`src/hw/rtl/wlba_pkg.sv`:
```
// Shared constants, types and controller/datapath interface structs of the wear-leveling allocator
package wlba_pkg;

	localparam int NUM_BLOCKS   = 16;
	localparam int BLOCK_BYTES  = 4096;
	localparam int IDX_W        = $clog2(NUM_BLOCKS);
	localparam int SIZE_W       = 20;
	localparam int COUNT_W      = 8;
	localparam int BLK_W        = 4;
	localparam int CHUNK_W      = 5;
	localparam int THR_RESET    = 100;
	localparam longint CAPACITY = longint'(NUM_BLOCKS) * longint'(BLOCK_BYTES);

	typedef enum logic [1:0] {
		KIND_ERASE = 2'd0,
		KIND_ALLOC = 2'd1,
		KIND_DONE  = 2'd2
	} kind_t;

	typedef enum logic [2:0] {
		ST_IDLE,
		ST_GC,
		ST_SCAN,
		ST_ALLOC,
		ST_DONE
	} state_t;

	typedef struct packed {
		logic load;
		logic gc;
		logic scan;
		logic alloc;
		logic done;
	} cmd_t;

	typedef struct packed {
		logic idx_last;
		logic no_chunks;
		logic chunk_last;
	} sts_t;

endpackage

```
`src/hw/rtl/wlba_ctrl.sv`:
```
// Sequencer for garbage collection, least-worn scans, allocations and the done result
module wlba_ctrl import wlba_pkg::*; (
	input  logic clk,
	input  logic arst_n,
	input  logic start,
	input  sts_t sts,
	output cmd_t cmd,
	output logic busy
);

	state_t state_q;
	state_t state_d;

	always_ff @(posedge clk or negedge arst_n) begin
		if (!arst_n) begin
			state_q <= ST_IDLE;
		end else begin
			state_q <= state_d;
		end
	end

	always_comb begin
		state_d = state_q;
		case (state_q)
			ST_IDLE: begin
				if (start) begin
					state_d = ST_GC;
				end
			end
			ST_GC: begin
				if (sts.idx_last) begin
					state_d = sts.no_chunks ? ST_DONE : ST_SCAN;
				end
			end
			ST_SCAN: begin
				if (sts.idx_last) begin
					state_d = ST_ALLOC;
				end
			end
			ST_ALLOC: begin
				state_d = sts.chunk_last ? ST_DONE : ST_SCAN;
			end
			ST_DONE: begin
				state_d = ST_IDLE;
			end
			default: begin
				state_d = ST_IDLE;
			end
		endcase
	end

	always_comb begin
		cmd   = '0;
		busy  = 1'b1;
		case (state_q)
			ST_IDLE: begin
				busy     = 1'b0;
				cmd.load = start;
			end
			ST_GC: begin
				cmd.gc = 1'b1;
			end
			ST_SCAN: begin
				cmd.scan = 1'b1;
			end
			ST_ALLOC: begin
				cmd.alloc = 1'b1;
			end
			ST_DONE: begin
				cmd.done = 1'b1;
			end
			default: begin
				busy = 1'b1;
			end
		endcase
	end

endmodule

```
`src/hw/rtl/wlba_dp.sv`:
```
// Datapath: wear count registers, threshold, scan index, least-worn tracking and result register
module wlba_dp import wlba_pkg::*; (
	input  logic                 clk,
	input  logic                 arst_n,
	input  cmd_t                 cmd,
	output sts_t                 sts,
	input  logic [SIZE_W-1:0]    size_bytes,
	input  logic                 cfg_we,
	input  logic [COUNT_W-1:0]   cfg_data,
	output logic                 result_valid,
	output logic [1:0]           kind,
	output logic [BLK_W-1:0]     block_index,
	output logic [CHUNK_W-1:0]   chunk_index,
	output logic                 too_large,
	output logic                 last
);

	localparam logic [IDX_W-1:0] IDX_LAST = IDX_W'(NUM_BLOCKS - 1);

	logic [COUNT_W-1:0] wear_q [NUM_BLOCKS];
	logic [COUNT_W-1:0] thr_q;
	logic [IDX_W-1:0]   idx_q;
	logic [IDX_W-1:0]   best_idx_q;
	logic [COUNT_W-1:0] best_cnt_q;
	logic [CHUNK_W-1:0] chunks_q;
	logic [CHUNK_W-1:0] chunk_cnt_q;
	logic               big_q;
	logic               valid_q;
	kind_t              kind_q;
	logic [BLK_W-1:0]   blk_q;
	logic [CHUNK_W-1:0] chunk_q;
	logic               big_out_q;
	logic               last_q;

	logic [COUNT_W-1:0] rd_cnt;
	logic               over;
	logic               size_big;
	logic [63:0]        size_cl;
	logic [63:0]        chunks_full;
	logic [COUNT_W-1:0] best_inc;

	assign rd_cnt      = wear_q[idx_q];
	assign over        = rd_cnt > thr_q;
	assign size_big    = {44'd0, size_bytes} > 64'(CAPACITY);
	assign size_cl     = size_big ? 64'(CAPACITY) : {44'd0, size_bytes};
	assign chunks_full = (size_cl + 64'(BLOCK_BYTES - 1)) / 64'(BLOCK_BYTES);
	assign best_inc    = (best_cnt_q == '1) ? best_cnt_q : best_cnt_q + COUNT_W'(1);

	assign sts.idx_last   = idx_q == IDX_LAST;
	assign sts.no_chunks  = chunks_q == '0;
	assign sts.chunk_last = (chunk_cnt_q + CHUNK_W'(1)) == chunks_q;

	always_ff @(posedge clk or negedge arst_n) begin
		if (!arst_n) begin
			thr_q <= COUNT_W'(THR_RESET);
		end else if (cfg_we) begin
			thr_q <= cfg_data;
		end
	end

	always_ff @(posedge clk or negedge arst_n) begin
		if (!arst_n) begin
			for (int i = 0; i < NUM_BLOCKS; i++) begin
				wear_q[i] <= '0;
			end
		end else begin
			for (int i = 0; i < NUM_BLOCKS; i++) begin
				if (cmd.gc && over && idx_q == IDX_W'(i)) begin
					wear_q[i] <= '0;
				end else if (cmd.alloc && best_idx_q == IDX_W'(i)) begin
					wear_q[i] <= best_inc;
				end
			end
		end
	end

	always_ff @(posedge clk or negedge arst_n) begin
		if (!arst_n) begin
			idx_q       <= '0;
			chunk_cnt_q <= '0;
		end else if (cmd.load) begin
			idx_q       <= '0;
			chunk_cnt_q <= '0;
		end else begin
			if (cmd.gc || cmd.scan) begin
				idx_q <= (idx_q == IDX_LAST) ? '0 : idx_q + IDX_W'(1);
			end
			if (cmd.alloc) begin
				chunk_cnt_q <= chunk_cnt_q + CHUNK_W'(1);
			end
		end
	end

	always_ff @(posedge clk) begin
		if (cmd.load) begin
			chunks_q <= chunks_full[CHUNK_W-1:0];
			big_q    <= size_big;
		end
		if (cmd.scan) begin
			if (idx_q == '0 || rd_cnt < best_cnt_q) begin
				best_idx_q <= idx_q;
				best_cnt_q <= rd_cnt;
			end
		end
	end

	always_ff @(posedge clk or negedge arst_n) begin
		if (!arst_n) begin
			valid_q <= 1'b0;
		end else begin
			valid_q <= (cmd.gc && over) || cmd.alloc || cmd.done;
		end
	end

	always_ff @(posedge clk) begin
		if (cmd.gc) begin
			kind_q    <= KIND_ERASE;
			blk_q     <= BLK_W'(idx_q);
			chunk_q   <= '0;
			big_out_q <= 1'b0;
			last_q    <= 1'b0;
		end else if (cmd.alloc) begin
			kind_q    <= KIND_ALLOC;
			blk_q     <= BLK_W'(best_idx_q);
			chunk_q   <= chunk_cnt_q;
			big_out_q <= 1'b0;
			last_q    <= 1'b0;
		end else if (cmd.done) begin
			kind_q    <= KIND_DONE;
			blk_q     <= '0;
			chunk_q   <= chunks_q;
			big_out_q <= big_q;
			last_q    <= 1'b1;
		end
	end

	assign result_valid = valid_q;
	assign kind         = kind_q;
	assign block_index  = blk_q;
	assign chunk_index  = chunk_q;
	assign too_large    = big_out_q;
	assign last         = last_q;

endmodule

```
`src/hw/rtl/wear_leveling_block_allocator.sv`:
```
// Top level of the least-worn block wear-leveling allocator
// A request runs garbage collection over all counts, then a scan and an allocation per chunk, then the done result.
// A new request is taken only once the last one is done and busy is low; each step reads one wear count per cycle.
// Garbage collection reads every count once; each chunk rescans all 16 counts.
// Reset clears all wear counts, sets the erase threshold to 100 and returns to idle.
// Results are strobed for one cycle each; the receiver cannot stall.
module wear_leveling_block_allocator import wlba_pkg::*; (
	input  logic                 clk,
	input  logic                 arst_n,
	input  logic                 start,
	output logic                 busy,
	input  logic [SIZE_W-1:0]    size_bytes,
	input  logic                 cfg_valid,
	output logic                 cfg_ready,
	input  logic [COUNT_W-1:0]   cfg_data,
	output logic                 result_valid,
	output logic [1:0]           kind,
	output logic [BLK_W-1:0]     block_index,
	output logic [CHUNK_W-1:0]   chunk_index,
	output logic                 too_large,
	output logic                 last
);

	cmd_t cmd;
	sts_t sts;
	logic busy_w;

	wlba_ctrl u_ctrl (
		.clk    (clk),
		.arst_n (arst_n),
		.start  (start),
		.sts    (sts),
		.cmd    (cmd),
		.busy   (busy_w)
	);

	wlba_dp u_dp (
		.clk          (clk),
		.arst_n       (arst_n),
		.cmd          (cmd),
		.sts          (sts),
		.size_bytes   (size_bytes),
		.cfg_we       (cfg_valid && cfg_ready),
		.cfg_data     (cfg_data),
		.result_valid (result_valid),
		.kind         (kind),
		.block_index  (block_index),
		.chunk_index  (chunk_index),
		.too_large    (too_large),
		.last         (last)
	);

	assign busy      = busy_w;
	assign cfg_ready = !busy_w;

	a_last_is_done: assert property (@(posedge clk) disable iff (!arst_n)
		result_valid && last |-> kind == KIND_DONE)
		else $error("last set on a result that is not done");

	a_done_frees: assert property (@(posedge clk) disable iff (!arst_n)
		result_valid && kind == KIND_DONE |-> !busy)
		else $error("still busy when done result is out");

	a_start_busy: assert property (@(posedge clk) disable iff (!arst_n)
		start && !busy |=> busy)
		else $error("accepted item did not raise busy");

	a_no_result_idle: assert property (@(posedge clk) disable iff (!arst_n)
		result_valid && kind != KIND_DONE |-> $past(busy))
		else $error("erase or allocation result outside a run");

endmodule
```
`config.mk`:
```
export PLATFORM = sky130hd
export DESIGN_NAME = wear_leveling_block_allocator
export DESIGN_NICKNAME = d
export VERILOG_FILES = /design/src/hw/rtl/wlba_pkg.sv /design/src/hw/rtl/wlba_ctrl.sv /design/src/hw/rtl/wlba_dp.sv /design/src/hw/rtl/wear_leveling_block_allocator.sv
export SDC_FILE = /design/constraint.sdc
export NUM_CORES = 1
export LEC_CHECK = 0
export ABC_AREA = 1
export BUFFER_PORTS_ARGS = -buffer_cell sky130_fd_sc_hd__clkbuf_2
export CELL_PAD_IN_SITES_DETAIL_PLACEMENT = 0
export CELL_PAD_IN_SITES_GLOBAL_PLACEMENT = 1
export CORE_UTILIZATION = 38
export DETAILED_ROUTE_END_ITERATION = 10
export GPL_TIMING_DRIVEN = 1
export PLACE_DENSITY_LB_ADDON = 0.1
export SYNTH_ARGS = -nofsm -noshare
export SYNTH_HDL_FRONTEND = slang
export SYNTH_SLANG_ARGS = --single-unit
```
`constraint.sdc`:
```
create_clock -name clk -period 8.2 [get_ports clk]
set_input_delay 1.64 -clock clk [delete_from_list [all_inputs] [get_ports clk]]
set_output_delay 1.64 -clock clk [all_outputs]
set_load 0.005 [all_outputs]
```
==> Word level (Yosys, flattened, before mapping) <==
Index checks and enable logic that the tools add are counted.
{ "classes": {"n_lt_le_gt_ge": 4, "add_sub_neg": 4, "mux": 61, "n_reduce_logical": 65, "n_eq_ne": 39, "shifts": 0, "n_mul": 0, "div": 0, "bitwise_logic": 1} }
{ "ops": {"columns": ["cell", "n"], "rows": [
  ["2-to-1 mux 8 bit", 35],
  ["equality test 4 bit (second input constant)", 16],
  ["nonzero test 2 bit", 19],
  ["logical AND 1 bit", 34],
  ["binary-select mux 8 bit (select 4 bit)", 1],
  ["equality test 4 x 3 -> 1 bit (second input constant)", 8],
  ["2-to-1 mux 4 bit", 6],
  ["> comparator 20 x 17 -> 1 bit (second input constant)", 1],
  ["2-to-1 mux 5 bit", 4],
  ["adder 17 x 12 -> 17 bit (second input constant)", 1],
  ["2-to-1 mux 17 bit", 1],
  ["equality test 4 x 2 -> 1 bit (second input constant)", 4],
  ["2-to-1 mux 3 bit", 5],
  ["one-hot mux 3 bit (4 select lines)", 1],
  ["adder 8 x 1 -> 8 bit (second input constant)", 1],
  ["equality test 4 x 1 -> 1 bit (second input constant)", 2],
  ["equality test 8 bit (second input constant)", 1],
  ["> comparator 8 bit", 1],
  ["zero test 4 bit", 2],
  ["< comparator 8 bit", 1],
  ["2-to-1 mux 1 bit", 8],
  ["equality test 3 x 2 -> 1 bit (second input constant)", 2],
  ["inequality test 2 bit (second input constant)", 3],
  ["adder 5 x 1 -> 5 bit (second input constant)", 1],
  ["other kinds (13)", 16]
]} }
{ "word_totals": {"latchBits": 0, "memories": 0, "output_inout_bits": 16, "mem_bits_ro": 0, "word_cells": 204, "regBits": 179, "ramBits": 0, "inputBits": 32} }

==> Logic depth before layout (Yosys ltp) <==
{ "logic_depth": {"depth_word": 8, "ltp_mapped": 23, "ltp_nobuf": 20} }

==> Modules after synthesis <==
From an unflattened synthesis, not the netlist that was laid out.
{ "unflattened": {"cells_unflattened": 1315, "hier_area_um2": 9959.6} }
{ "by_module_without_submodules": {"columns": ["mod", "area_each_um2", "seq_area_each_um2", "cells_each", "instances"], "rows": [
  ["wlba_dp", 9715.6, 4478.0, 1275, 1],
  ["wlba_ctrl", 230.2, 75.1, 37, 1],
  ["wear_leveling_block_allocator", 13.8, 0.0, 3, 1]
]} }

==> Worst setup path after synthesis <==
No wires, ideal clock.
{ "synth_path": {"path_kind": "register to register", "from": "reg u_dp.idx_q[0]", "to": "reg u_dp.best_cnt_q[0], enable pin", "required_ps": 7815, "period_less_slack_ps": 3222, "setup_ps": 385, "n_path_buf": 3, "path_stages_with_launch": 16, "t_arrival_ps": 2837, "slack_ps": 4978, "cell_sequence": "dfrtp_1 buf_2 inv_2 buf_4 clkbuf_1 a21oi_1 o21ai_0 o21ai_0 nand2_1 nand4_1 ha_1 a21oi_1 nor2_1 a211oi_1 nand2_1 a21oi_1"} }
{ "synth_via": {"elab_chain_len": 7, "word_cells_on_any_way": 8, "cone_classes": "order compare: 1; mux: 3; bitwise: 1; reduce/logical: 3"} }
{ "synth_rtl": {"columns": ["item", "line", "rtl"], "rows": [
  ["start, declared", "wlba_dp.sv:22", "logic [IDX_W-1:0] idx_q;"],
  ["start signal, assigned", "wlba_dp.sv:86", "idx_q <= (idx_q == IDX_LAST) ? '0 : idx_q + IDX_W'(1);"],
  ["inverter 4 -> 5 bit (implied by the code)", "wlba_dp.sv:42", "assign rd_cnt = wear_q[idx_q];"],
  ["binary-select mux 8 bit (select 4 bit)", "wlba_dp.sv:42", null],
  ["2-to-1 mux 8 bit (implied by the code) (2 in series)", "wlba_dp.sv:42", null],
  ["net u_dp.rd_cnt[5]", "wlba_dp.sv:35", "logic [COUNT_W-1:0] rd_cnt;"],
  ["< comparator 8 bit", "wlba_dp.sv:100", "if (idx_q == '0 || rd_cnt < best_cnt_q) begin"],
  ["logical OR 1 bit", "wlba_dp.sv:100", null],
  ["AND reduction 2 bit (no line)", null, null],
  ["end signal, assigned", "wlba_dp.sv:102", "best_cnt_q <= rd_cnt;"],
  ["end, declared", "wlba_dp.sv:24", "logic [COUNT_W-1:0] best_cnt_q;"]
]} }
The timed path passes the listed nets, and every way through them passes these cells. The select of a mux whose other input is x is not followed.
A chain may end at the register's enable or synchronous reset.

==> Final worst setup path <==
{ "layout_path": {"from": "reg u_dp.idx_q[1]", "to": "reg u_dp.best_idx_q[3], enable pin"} }
{ "layout_via": {"elab_chain_len": 7, "word_cells_on_any_way": 8, "cone_classes": "order compare: 1; mux: 3; bitwise: 1; reduce/logical: 3"} }
{ "layout_rtl": {"columns": ["item", "line", "rtl"], "rows": [
  ["inverter 4 -> 5 bit (implied by the code)", "wlba_dp.sv:42", null],
  ["binary-select mux 8 bit (select 4 bit)", "wlba_dp.sv:42", null],
  ["2-to-1 mux 8 bit (implied by the code) (2 in series)", "wlba_dp.sv:42", null],
  ["net u_dp.rd_cnt[7]", "wlba_dp.sv:35", null],
  ["< comparator 8 bit", "wlba_dp.sv:100", null],
  ["logical OR 1 bit", "wlba_dp.sv:100", null],
  ["AND reduction 2 bit (no line)", null, null],
  ["end signal, assigned", "wlba_dp.sv:101", "best_idx_q <= idx_q;"],
  ["end, declared", "wlba_dp.sv:23", "logic [IDX_W-1:0] best_idx_q;"]
]} }
The timed path passes the listed nets, and every way through them passes these cells. The select of a mux whose other input is x is not followed.

==> impl_metrics.toml <==
[floorplan]
die_x_um = 162
start_util_pct = 38.8
rows = 58
fp.dieH_um = 162
die_area_um2 = 26400
io_pins = 48
coreArea_um2 = 25200

[power_and_ir_drop]
power_density_nw_per_um2 = 420
p_total_mw = 4.56
ir_drop_v = 0.000225
leakage_nw = 5.66

[global_route]
grt-ovfl-total = 0
grt_pass1_wl_mm = 46.0
antenna_found_initial = 0
grt_use_total_pct = 23.4
grt_pass1_vias = 7659
grt_max_degree = 85

[synth]
yosys_warnings = 0
synth-edff-count = 22
syn_nets = 1321
ys_seq_area_share_pct = 46.6
syn_area_um2 = 9770
syn-instance-count = 1268
ys_seq_elements = 179
async_flop_share_pct = 83.2
synth_cell_type_count = 52
synth_flop_cell = "dfrtp_1"
synth.avg_cell_area_um2 = 7.71

[sta]
tns_ns = 0
rsz0062_at_grt = "false"
slew_viol_final = 0
fin_crit_sh_pct = 50.2
worstMarginPinSlew_ns = 1.21
fin_skew_ns = 0.0118
setup_viol_count_final = 0
period_needed_ns = 4.12
slew_headroom_pct = 19.0
hold_viol_final = 0
fmax_ghz = 0.243

[setup_path]
crit_required_ns = 8.25
crit_family = "compound AO/OA/AOI/OAI gates"
crit_path_max_fanout = 30
path_common_cell = "nand2_1"
path_cells = "inv_1 -> o21ai_0 -> o21ai_0 -> nand2_1 -> nand4_1 -> ha_1 -> nand2_1 -> nor2_1 -> a211oi_1 -> nand2_1 -> a21oi_1"
path_buf_inv = 1
max_stage_delay_ns = 0.92
regToRegSetupSlack_ns = 4.08
cp_slowest_cell = "a21oi_1"
end_kind = "flop"
worstPathArrival_ns = 4.16
criticalPathCategory = "flop to flop"
critPathLaunchType = "flop"

[drt]
drc_errors = 0
routed_wl_mm = 29.5
vias_per_cell = 4.89
wire_per_inst_um = 17.9
drt_iter0_drc = 608
firstDrtPassIters = 5
antenna_left = 0
routed-via-count = 8027

[place]
hpwlAfterDp_mm = 20.7
portBuffers = 47
placedCellCount = 1610
gp_congestion = 0.816

[clocking]
clk_pin_slew_ns = 0.07
h-tree-depth = 4
cts_buffers = 17
cts_root_buf = "clkbuf_16"
cts_setup_buffers = 0
cts_sinks = 179
clockBufferDepth = 2
ctsHoldBuffers = 0
clock_latency_ns = 0.44
cts_tree = "yes"
cts_resized = 0

[final_layout]
final_cell_mix = "inv_1 (248), nand2_1 (231), dfrtp_1 (145), o21ai_0 (132), nor2_1 (113)"
final_cells = 1642
finalNetCount = 1352
multi_input_area_um2 = 4000
seqCellArea_um2 = 4550
diodes = 0
final_common_cell = "inv_1"
area_growth_pct = 11.0
drive_gt1_share_pct = 11.7
fillers = 2561

[hold_path]
hold_class = "flop to flop"

[run]
cap_violations = 0

[run_status]
status = "completed"
## per-layer routing
| metal | wire length [um] | global-route usage, % | share of wire, % | vias up |
|---|---|---|---|---|
| met5 | 0 | 0 | 0 | - |
| met4 | 488 | 6.43 | 1.7 | 0 |
| met3 | 1290 | 3.85 | 4.4 | 21 |
| met2 | 13300 | 36.6 | 45 | 190 |
| met1 | 14400 | 33.4 | 49 | 3755 |
| li1 | - | - | - | 4061 |
## registers in the layout, indices dropped and copies added (netlist names), 4 cells and up
signal	cells
u_dp.wear_q	128
u_dp.best_cnt_q	8
u_dp.thr_q	8
u_dp.chunk_cnt_q	5
u_dp.chunk_index	5
u_dp.chunks_q	5
u_dp.best_idx_q	4
u_dp.block_index	4
u_dp.idx_q	4
## kinds of logic after synthesis
family	count (synthesis)	synth area share [%]
compound gates	303	17.1
buf+inv	315	12.5
fa+ha+maj	21	2.69
mux	2	0.230
xor+xnor	10	1.17
simple gates	438	19.7
flops	179	46.6
## cell usage after synthesis, types with 7 or more instances
| cell | number | area share [%] |
|---|---|---|
| edfxtp_1 | 22 | 6.8 |
| inv_1 | 248 | 9.5 |
| a31oi_1 | 11 | 0.70 |
| nor3_1 | 15 | 0.77 |
| ha_1 | 21 | 2.7 |
| nor2_4 | 10 | 1.2 |
| o21a_1 | 8 | 0.61 |
| dfxtp_1 | 8 | 1.6 |
| a21oi_1 | 98 | 5.0 |
| nand3_1 | 26 | 1.3 |
| inv_2 | 22 | 0.84 |
| nor2_1 | 113 | 4.3 |
| xor2_1 | 7 | 0.63 |
| buf_2 | 13 | 0.67 |
| nor2_2 | 10 | 0.64 |
| dfrtp_1 | 146 | 37 |
| nand4_1 | 12 | 0.77 |
| nand2_1 | 231 | 8.9 |
| o22ai_1 | 13 | 0.83 |
| clkbuf_1 | 25 | 0.96 |
| o21ai_1 | 10 | 0.51 |
| o21ai_0 | 133 | 6.8 |
## tightest hold or removal path, stage by stage (launching register included)
cell	delay, ns
dfxtp_1	0.31
nand3_1	0.07
nand2_1	0.05
## final timing paths
| kind | start | endpoint | depth (start not counted) |
|---|---|---|---|
| worst min-delay path | u_dp.chunk_index[1] | u_dp.chunk_index[1] | 2 |
| min in group asynchronous | arst_n | u_dp.wear_q[87] | 1 |
| worst min register to register | u_dp.chunk_index[1] | u_dp.chunk_index[1] | 2 |
| worst max-delay path | u_dp.idx_q[1] | u_dp.best_idx_q[3] | 11 |
| worst max register to register | u_dp.idx_q[1] | u_dp.best_idx_q[3] | 11 |
| max in group asynchronous | arst_n | u_dp.wear_q[19] | 2 |
## layout make-up
class / count / share of cell area, %
Sequential cell: 179 / 42.0
Multi-Input combinational cell: 774 / 36.8
Inverter: 270 / 9.34
Clock buffer: 21 / 4.24
Tap cell: 330 / 3.80
Timing Repair Buffer: 57 / 2.92
Clock inverter: 11 / 0.876
## power by group
part | switching [mW] | internal [mW] | total [mW]
Clock | 0.383 | 0.412 | 0.795
Combinational | 1.58 | 0.667 | 2.24
Sequential | 0.205 | 1.31 | 1.52
## per-stage QoR
stage	instance area, um2	worst slack, ns	utilization (%)	hold WS, ns
after floorplan	9770	4.98	-	0.439
after global placement	10300	4.11	40.9	0.454
after detailed placement	10300	4.10	40.9	0.462
after CTS	10900	4.11	43.1	0.478
after global routing	10900	3.74	43.1	0.494
final	10900	4.08	43.1	0.473
Power figures use the tool's default switching activity.
